--- src/hdl/mm_pkg.sv ---
// Shared types and constants for the matrix multiply block.
`timescale 1ns / 1ps

package mm_pkg;

    localparam int ELEM_W = 32;
    localparam int ROW_W  = 3;
    localparam int DIM_W  = 4;
    localparam int CFG_W  = 2;

    localparam logic [DIM_W-1:0] DIM_RST = 4'd8;

    typedef enum logic [1:0] {
        REQ_WR_A    = 2'd0,
        REQ_WR_B    = 2'd1,
        REQ_COMPUTE = 2'd2,
        REQ_NONE    = 2'd3
    } t_req;

    typedef enum logic [CFG_W-1:0] {
        CFG_A_ROWS = 2'd0,
        CFG_A_COLS = 2'd1,
        CFG_B_ROWS = 2'd2,
        CFG_B_COLS = 2'd3
    } t_cfg_idx;

    typedef struct packed {
        logic valid;
        logic last;
    } t_mac_ctl;

    typedef struct packed {
        logic              valid;
        logic [ELEM_W-1:0] value;
    } t_mac_res;

    function automatic logic [DIM_W-1:0] eff_dim(input logic [DIM_W-1:0] v,
                                                 input logic [DIM_W-1:0] lim);
        logic [DIM_W-1:0] r;
        r = v;
        if (v == '0) begin
            r = DIM_W'(1);
        end else if (v > lim) begin
            r = lim;
        end
        return r;
    endfunction

endpackage

--- src/hdl/mm_store.sv ---
// Element store: one write port, one read port with registered read data.
`timescale 1ns / 1ps

module mm_store #(
    parameter int DEPTH = 64
) (
    input  logic                              i_clk,
    input  logic                              i_we,
    input  logic [$clog2(DEPTH)-1:0]          i_waddr,
    input  logic [mm_pkg::ELEM_W-1:0]         i_wdata,
    input  logic [$clog2(DEPTH)-1:0]          i_raddr,
    output logic [mm_pkg::ELEM_W-1:0]         o_rdata
);
    import mm_pkg::*;

    logic [ELEM_W-1:0] r_mem [DEPTH];
    logic [ELEM_W-1:0] r_rdata;

    always_ff @(posedge i_clk) begin
        if (i_we) begin
            r_mem[i_waddr] <= i_wdata;
        end
    end

    always_ff @(posedge i_clk) begin
        r_rdata <= r_mem[i_raddr];
    end

    assign o_rdata = r_rdata;

endmodule

--- config.mk ---
export PLATFORM = sky130hd
export DESIGN_NAME = mm_store
export DESIGN_NICKNAME = d
export VERILOG_FILES = /design/src/hdl/mm_pkg.sv /design/src/hdl/mm_store.sv
export SDC_FILE = /design/constraint.sdc
export NUM_CORES = 2
export LEC_CHECK = 0
export ABC_CLOCK_PERIOD_IN_PS = 3700
export BUFFER_PORTS_ARGS = -buffer_cell sky130_fd_sc_hd__buf_2
export CAP_MARGIN = 25
export CELL_PAD_IN_SITES_DETAIL_PLACEMENT = 0
export CELL_PAD_IN_SITES_GLOBAL_PLACEMENT = 2
export CORE_MARGIN = 2
export CORE_UTILIZATION = 46
export DETAILED_ROUTE_END_ITERATION = 10
export PLACE_DENSITY_LB_ADDON = 0.1
export SYNTH_ARGS = -nofsm -noshare
export SYNTH_HDL_FRONTEND = slang
export SYNTH_SLANG_ARGS = --single-unit
--- constraint.sdc ---
create_clock -name i_clk -period 3.7 [get_ports i_clk]
set_input_delay 0.37 -clock i_clk [delete_from_list [all_inputs] [get_ports i_clk]]
set_output_delay 0.37 -clock i_clk [all_outputs]
set_load 0.02 [all_outputs]
==> results.md <==
- Status: finished clean
- Worst-skew pair later-pin latency: 0.85 ns
- Post-synth EDFFs: 2048
- Fmax: 356 MHz
- MaxCap Viol Count: 0
- Slew HR: 0.302
- Vias after detailed routing: 38006
- H-tree Lvls: 4
- Starting Density: 0.463
- Place WS: -0.0355 ns
- Total Nets Final: 3734
- Boundary Pins: 78
- Fin worst setup slack: 0.889 ns
- Final Hold Fails: 0
- Critical path class: in -> reg
- CTS Buf Count: 211
- Synth Cell Area: 78500 µm²
- Layout Skew: 0.0266 ns
- Routed len/inst: 36.8 µm
- Pins over their slew limit: 0
- Bufs and invs on worst path: 3
- GRT Total Usage: 0.259
- Number of detailed-route iterations in the first pass: 5
- Die X: 417 µm
- Core area: 169000 µm²
- Layout area overhead: 15.3%
- Largest net degree at the start of global routing: 65
- Layout cells sized above 1: 0.319
- Slowest CP cell: o22ai_1
- Arrival @ worst endpoint: 3.49 ns
- Post-synth top cells: edfxtp_1 (2048), mux4_2 (544), nor2_1 (137)
- DIE HEIGHT: 417 µm
- Max Root-Sink Buffers: 3
- Dominant cell by count in the synthesized netlist: edfxtp_1
- Async SR Flop Fraction: 0
- RSZ-0062 raised after global routing: false
- Critical Path End Type: register
- Post-CTS Setup Bufs: 0
- Vias per Instance: 6.24
- Post-synthesis sequential area ratio: 0.791
- CTS tree: built
- First-pass GRT wire length: 308 mm
- Pleak: 28.4 nW
- Gpl congestion: 0.797
- Yosys cell types: 34
- HPWL Detailed: 129 mm
- Min Tclk post-route: 2.81 ns
- Vias in the first global route: 38635
- Req. time, crit path: 4.38 ns
- Number of synthesized register bits: 2080
- Avg Cell Area, Syn: 23.6 µm²
- Worst path max stage delay: 0.69 ns
- Final wirelength: 224 mm
- Maximum vdd drop: 0.507 mV
- Yosys warning total: 0
- Overflow after GRT: 0
- Initial antenna violation count: 17
- Number of antenna-violating nets in the routed design: 0
- Post-Syn Nets: 3370
- Hold Crit Class: in -> reg
- CP Launch Point: i_raddr[0]
- Post-synthesis cell count: 3324
- Yosys top cell area share: 0.783
- Crit-path cells: buf_8 -> buf_12 -> buf_12 -> mux4_2 -> mux4_2 -> o22ai_1 -> nor2_1
- Worst setup SP type: input port
- Row count: 151
- Initial drt markers: 4932
- Leading area contributor after synthesis: edfxtp_1
- Top FF cell, synth: edfxtp_1
- Port Buffers: 77
- CP top delay family: multiplexers
- Final setup viols: 0
- Worst Max-Slew Pin Slew: 1.05 ns
- Crit Path Max Fanout: 39
- DRC Markers: 0
- Hold_sp: i_wdata[25]
- Clock Tree Root: clkbuf_16
- Pwr dens: 549 nW/µm²
- Area contributors post-synth: edfxtp_1 (78%), mux4_2 (16%), mux2i_1 (1.2%)
- Die area: 174000 µm²
- Tcrit/Tclk final: 0.760
- Total clock sinks: 2080
- Worst hold margin: 0.0597 ns
- Clock transition at path regs: 0.06 ns
- RR Startpoint: r_mem[31][6]$_DFFE_PP_
logic make-up (layout without fill, tap and decap cells):
logic type	Yosys count	in the layout	synth area share
AOI/OAI and AO/OA	202	202	0.0167
buffers and inverters	182	723	0.0113
DFF	2080	2080	0.791
muxes	637	637	0.168
other	0	8	0
and+or+nand+nor	223	223	0.0127
layout make-up:
| cell class | count | area [µm²] |
|---|---|---|
| tap | 2218 | 2780 |
| multi-input combinational | 1062 | 16000 |
| sequential | 2080 | 62100 |
| antenna | 8 | 20.0 |
| clock inverter | 128 | 1110 |
| timing repair buffer | 333 | 2920 |
| clock buffer | 262 | 5630 |
| fill | 12732 | 78900 |
layout by cell type, fill, tap and decap left out, drive strengths merged, types with 7 or more instances in the layout:
| cell | count |
|---|---|
| clkinv | 94 |
| o22ai | 84 |
| a22oi | 12 |
| dlygate4sd3 | 7 |
| bufinv | 18 |
| clkinvlp | 7 |
| nand2b | 8 |
| inv | 9 |
| nand2 | 26 |
| nor2 | 137 |
| nor2b | 15 |
| buf | 326 |
| a311oi | 8 |
| mux4 | 544 |
| nor3 | 7 |
| edfxtp | 2048 |
| mux2i | 93 |
| diode | 8 |
| o221ai | 27 |
| clkbuf | 262 |
| a21oi | 62 |
| dfxtp | 32 |
worst paths after layout:
path	endpoint	slack (ns)	depth (start not counted)
min	r_mem[55][25]$_DFFE_PP_	0.06	1
max	o_rdata[6]$_DFF_P_	0.89	7
min reg2reg	o_rdata[17]$_DFF_P_	0.73	4
max reg2reg	o_rdata[6]$_DFF_P_	1.18	4
power breakdown:
part,internal (mW),leakage (nW),switching [mW]
clock,12.0,3.29,8.87
sequential,26.1,18.7,0.119
combinational,0.981,6.43,1.72
total,39.1,28.4,10.7
sequential cells by signal, summed over array words and instances, names as in the netlist:
signal,cells
r_mem,2048
o_rdata,32
layer usage:
metal | wire, µm | track usage | up-vias
li1 | - | - | 15040
met1 | 95300 | 0.380 | 21064
met2 | 107000 | 0.408 | 1634
met3 | 16500 | 0.0422 | 268
met4 | 5270 | 0.0672 | 0
met5 | 0 | 0 | -
per-stage QoR:
stage / utilization / power [mW] / TNS [ns] / area, µm² / std cells
finish: 0.534 / 49.8 / 0 / 90600 / 6091
global route: 0.534 / 51.1 / 0 / 90500 / 6084
CTS: 0.533 / 50.1 / 0 / 90400 / 6073
detailed placement: 0.493 / 29.4 / -0.0355 / 83600 / 5680
global placement: 0.493 / 29.4 / -0.00359 / 83600 / 5678
floorplan: - / 28.0 / 0 / 78500 / 3324
timing repair:
item | 4_1_cts | 5_1_grt
gates resized for setup | 0 | 0
hold endpoints to repair | 37 | 56
hold buffers | 3 | 4
worst register-to-register path, stage by stage, from the launching register on:
cell and delay [ns]:
edfxtp_1 0.37, mux4_2 0.48, mux4_2 0.58, o22ai_1 0.69, nor2_1 0.22
Power figures use the tool's default switching activity.
