## src/hdl/mm_pkg.sv

```systemverilog
// Shared types and constants for the matrix multiply block.
`timescale 1ns / 1ps

package mm_pkg;

    localparam int ELEM_W = 32;
    localparam int ROW_W  = 3;
    localparam int DIM_W  = 4;
    localparam int CFG_W  = 2;

    localparam logic [DIM_W-1:0] DIM_RST = 4'd8;

    typedef enum logic [1:0] {
        REQ_WR_A    = 2'd0,
        REQ_WR_B    = 2'd1,
        REQ_COMPUTE = 2'd2,
        REQ_NONE    = 2'd3
    } t_req;

    typedef enum logic [CFG_W-1:0] {
        CFG_A_ROWS = 2'd0,
        CFG_A_COLS = 2'd1,
        CFG_B_ROWS = 2'd2,
        CFG_B_COLS = 2'd3
    } t_cfg_idx;

    typedef struct packed {
        logic valid;
        logic last;
    } t_mac_ctl;

    typedef struct packed {
        logic              valid;
        logic [ELEM_W-1:0] value;
    } t_mac_res;

    function automatic logic [DIM_W-1:0] eff_dim(input logic [DIM_W-1:0] v,
                                                 input logic [DIM_W-1:0] lim);
        logic [DIM_W-1:0] r;
        r = v;
        if (v == '0) begin
            r = DIM_W'(1);
        end else if (v > lim) begin
            r = lim;
        end
        return r;
    endfunction

endpackage

```

## src/hdl/mm_mac.sv

```systemverilog
// Multiply-accumulate datapath: product, floor shift, wide sum, saturation.
`timescale 1ns / 1ps

module mm_mac #(
    parameter int FRAC_BITS = 16,
    parameter int ACC_W     = 68
) (
    input  logic                              i_clk,
    input  logic                              i_rst_n,
    input  mm_pkg::t_mac_ctl                  i_ctl,
    input  logic signed [mm_pkg::ELEM_W-1:0]  i_a,
    input  logic signed [mm_pkg::ELEM_W-1:0]  i_b,
    output mm_pkg::t_mac_res                  o_res
);
    import mm_pkg::*;

    localparam int PROD_W = 2 * ELEM_W;
    localparam logic signed [ACC_W-1:0] SAT_HI = ACC_W'(64'sh0000_0000_7FFF_FFFF);
    localparam logic signed [ACC_W-1:0] SAT_LO = ACC_W'(64'shFFFF_FFFF_8000_0000);

    t_mac_ctl                  r_p_ctl;
    logic signed [PROD_W-1:0]  r_prod;
    logic signed [ACC_W-1:0]   r_acc;
    logic signed [ACC_W-1:0]   n_acc;
    logic signed [ACC_W-1:0]   w_term;
    logic signed [ACC_W-1:0]   w_sum;
    t_mac_res                  r_res;
    logic [ELEM_W-1:0]         w_sat;

    always_ff @(posedge i_clk) begin
        if (!i_rst_n) begin
            r_p_ctl <= '0;
        end else begin
            r_p_ctl <= i_ctl;
        end
    end

    always_ff @(posedge i_clk) begin
        r_prod <= i_a * i_b;
    end

    assign w_term = ACC_W'(r_prod >>> FRAC_BITS);
    assign w_sum  = r_acc + w_term;

    always_comb begin
        if (w_sum > SAT_HI) begin
            w_sat = SAT_HI[ELEM_W-1:0];
        end else if (w_sum < SAT_LO) begin
            w_sat = SAT_LO[ELEM_W-1:0];
        end else begin
            w_sat = w_sum[ELEM_W-1:0];
        end
    end

    always_comb begin
        n_acc = r_acc;
        if (r_p_ctl.valid) begin
            n_acc = r_p_ctl.last ? '0 : w_sum;
        end
    end

    always_ff @(posedge i_clk) begin
        if (!i_rst_n) begin
            r_acc       <= '0;
            r_res.valid <= 1'b0;
        end else begin
            r_acc       <= n_acc;
            r_res.valid <= r_p_ctl.valid && r_p_ctl.last;
            if (r_p_ctl.valid && r_p_ctl.last) begin
                r_res.value <= w_sat;
            end
        end
    end

    assign o_res = r_res;

endmodule

```

## config.mk

```make
export PLATFORM = sky130hd
export DESIGN_NAME = mm_mac
export DESIGN_NICKNAME = d
export VERILOG_FILES = /design/src/hdl/mm_pkg.sv /design/src/hdl/mm_mac.sv
export SDC_FILE = /design/constraint.sdc
export NUM_CORES = 2
export LEC_CHECK = 0
export BUFFER_PORTS_ARGS = -buffer_cell sky130_fd_sc_hd__buf_2
export CORE_MARGIN = 2
export CORE_UTILIZATION = 30
export CTS_BUF_LIST = sky130_fd_sc_hd__clkbuf_8 sky130_fd_sc_hd__clkbuf_16
export CTS_CLUSTER_SIZE = 20
export DETAILED_ROUTE_END_ITERATION = 10
export PLACE_DENSITY_LB_ADDON = 0.1
export SYNTH_ARGS = -nofsm -noshare
export SYNTH_HDL_FRONTEND = slang
export SYNTH_SLANG_ARGS = --single-unit
```

## constraint.sdc

```tcl
create_clock -name i_clk -period 15.5 [get_ports i_clk]
set_input_delay 0.775 -clock i_clk [delete_from_list [all_inputs] [get_ports i_clk]]
set_output_delay 0.775 -clock i_clk [all_outputs]
set_load 0.03 [all_outputs]
```

==> flow_summary_export.csv <==
group,metric,value,unit
outcome,outcome,"finished clean",
placement,place_area,47500,um^2
final_layout,n_antenna_cell,0,
global_route,antenna_found_initial,9,
logic_synthesis,synth_top_family_by_area,"adder cells",
placement,portBuffers,100,
timing,skew,0.0222,ns
logic_synthesis,netlist_area,45200,um^2
clock_tree,cts_root_buf,"clkbuf_16",
final_layout,final_nets,6212,
job,max-cap-violations,0,
logic_synthesis,synthCells,4923,
clock_tree,cts_sinks,151,
global_route,grt_max_degree,73,
logic_synthesis,synthArstFlopShare,0,%
floorplan,dieArea,154000,um^2
drt,wl_met2,61700,um
logic_synthesis,synth_xor_area_share,2.17,%
drt,vias,32200,
clock_tree,cts_tree,"done",
worst_setup_path,path_max_fanout,32,
floorplan,rows,142,
placement,dp.cells,6812,
worst_setup_path,required,15.84,ns
global_route,grt_use_total,20.2,%
logic_synthesis,synth.area.mux_share,0.180,%
floorplan,initial_core_util,30.2,%
worst_setup_path,regToRegSetupSlack,9.96,ns
worst_setup_path,worstSetupEndpointType,"flop",
global_route,grt_pass1_vias,35200,
logic_synthesis,yosys_warnings,0,
timing,fin_crit,8.91,ns
timing,period_share,57.5,%
logic_synthesis,syn-num-nets,6320,
final_layout,final_cell_mix,"fa_1 (1082), inv_1 (974), nand2_1 (587)",
logic_synthesis,synth_compound_area_share,7.55,%
logic_synthesis,syn_avg_cell_area,9.19,um^2
logic_synthesis,synth_edf_count,32,
floorplan,core_area,150000,um^2
timing,setup_total_negative_slack,0,ns
timing,worst_pin_slew,1.17,ns
drt,dr.first_iter.drc_count,2340,
clock_tree,clkTransAtPathRegs,0.07,ns
placement,gp_congestion,0.873,
logic_synthesis,ys_seq_area_share,7.39,%
timing,drv_slew,0,
worst_setup_path,critPathKind,"in -> reg",
timing,max_freq,0.112,GHz
timing,rsz0062_at_grt,"false",
drt,wl,152000,um
clock_tree,cts.repair.resized,0,
logic_synthesis,synthFlopType,"dfxtp_1",
final_layout,final_area,48000,um^2
final_layout,drive_gt1_share,4.37,%
global_route,gr-total-overflow,0,
logic_synthesis,synthAdderAreaFrac,54.7,%
worst_setup_path,arrival,9.25,ns
drt,ant_nets,0,
clock_tree,cts_made_buffers,17,
drt,drt-met1-wl,79700,um
clock_tree,htree_levels,4,
floorplan,ioPinCount,101,
drt,top_layer,"met4",
drt,firstDrtPassIters,6,
clock_tree,cts_hold_buf,0,
clock_tree,clock_path_buffers,2,
final_layout,area_growth,6.18,%
logic_synthesis,ys_types,86,
clock_tree,clock_latency,0.47,ns
drt,drc,0,
worst_hold_path,hp-class,"reg -> reg",
drt,routed_via_density,4.70,
timing,slew_headroom,21.9,%
worst_setup_path,cp-start-kind,"input pin",
floorplan,die_w,392,um
drt,wire_per_inst,22.2,um
drt,wl_met3,9050,um
timing,setup_viol,0,
floorplan,die_height,392,um
clock_tree,post_cts_buffers,0,
timing,hold_viol_final,0,
global_route,grt_pass1_wl,232000,um
logic_synthesis,ys_ff_latch,151,
placement,dpl.hpwl,119000,um
logic_synthesis,synthSimpleGateAreaFrac,17.6,%
final_layout,mostFrequentLayoutCell,"fa_1",
final_layout,layout.cells.non_filler,6844,
worst paths after layout:
kind,depth (start not counted),end,start
max,25,r_prod[63],i_a[31]
min,2,r_acc[58],r_acc[58]
max reg2reg,13,o_res[2],r_prod[63]
min reg2reg,2,r_acc[58],r_acc[58]
metal layers:
metal	global-route usage, %	vias up
li1	-	14600
met2	29.1	746
met1	32.2	16700
met5	0	-
met3	3.21	67
met4	2.44	0
synthesized netlist by cell type (12+ instances only):
cell	n	area [um^2]
a211oi_1	12	90.1
a22oi_1	15	113
and2_1	530	3320
o21bai_1	17	128
dfxtp_1	119	2380
clkbuf_1	235	882
nor3_1	28	140
nand4_1	40	250
o211ai_1	16	120
o21ai_1	14	70.1
inv_1	974	3660
and3_1	14	87.6
xor2_1	42	368
nand2b_1	18	113
xnor2_1	70	613
nor2b_1	98	613
o21ai_0	81	405
nand3_1	39	195
a21oi_1	184	921
a21o_1	65	488
o21a_1	25	188
edfxtp_1	32	961
fa_1	1082	21700
buf_2	15	75.1
nor2_1	139	522
ha_1	247	3090
nand2_1	587	2200
kinds of logic after synthesis:
group | count (synthesis)
adders and majority gates | 1329
AOI/OAI and AO/OA | 532
muxes | 8
buffers and inverters | 1238
DFF | 151
and+or+nand+nor | 1553
xor gates and xnor gates | 112
stage by stage:
stage	hold WS (ns)	util (%)	setup slack (ns)
detailed placement	0.475	31.7	6.06
CTS	0.484	32.1	6.57
global placement	0.467	31.7	6.11
finish	0.486	32.1	6.59
global route	0.497	32.1	6.10
floorplan	0.454	-	7.41
area by class of cell:
type | count | area, um^2
clock inverters | 14 | 113
fillers | 15800 | 102000
inverters | 975 | 3660
clock buffers | 18 | 439
well taps | 2016 | 2520
flip-flops and latches | 151 | 3340
repair buffers | 136 | 771
multi-input cells | 3534 | 37200
critical path, stage by stage:
cell	delay, ns
buf_2	0.65
nand2_1	0.26
inv_1	0.16
fa_1	0.40
inv_1	0.24
fa_1	0.53
inv_1	0.27
fa_1	0.50
fa_1	0.94
inv_1	0.39
fa_1	0.57
inv_1	0.05
fa_1	0.55
fa_1	0.43
fa_1	0.46
ha_1	0.35
a21o_1	0.18
a21o_1	0.17
a21oi_1	0.14
o21ai_0	0.10
a21o_1	0.20
a21oi_1	0.24
nand2_1	0.18
a221oi_1	0.34
xnor2_1	0.12
state kept, by name, indices dropped and copies added, names as in the netlist:
signal,count
r_prod,48
r_p_ctl,2
r_acc,68
o_res,33
Power is not shown: default switching activity piles up to over one toggle a cycle in this logic, so the estimate is an artifact.
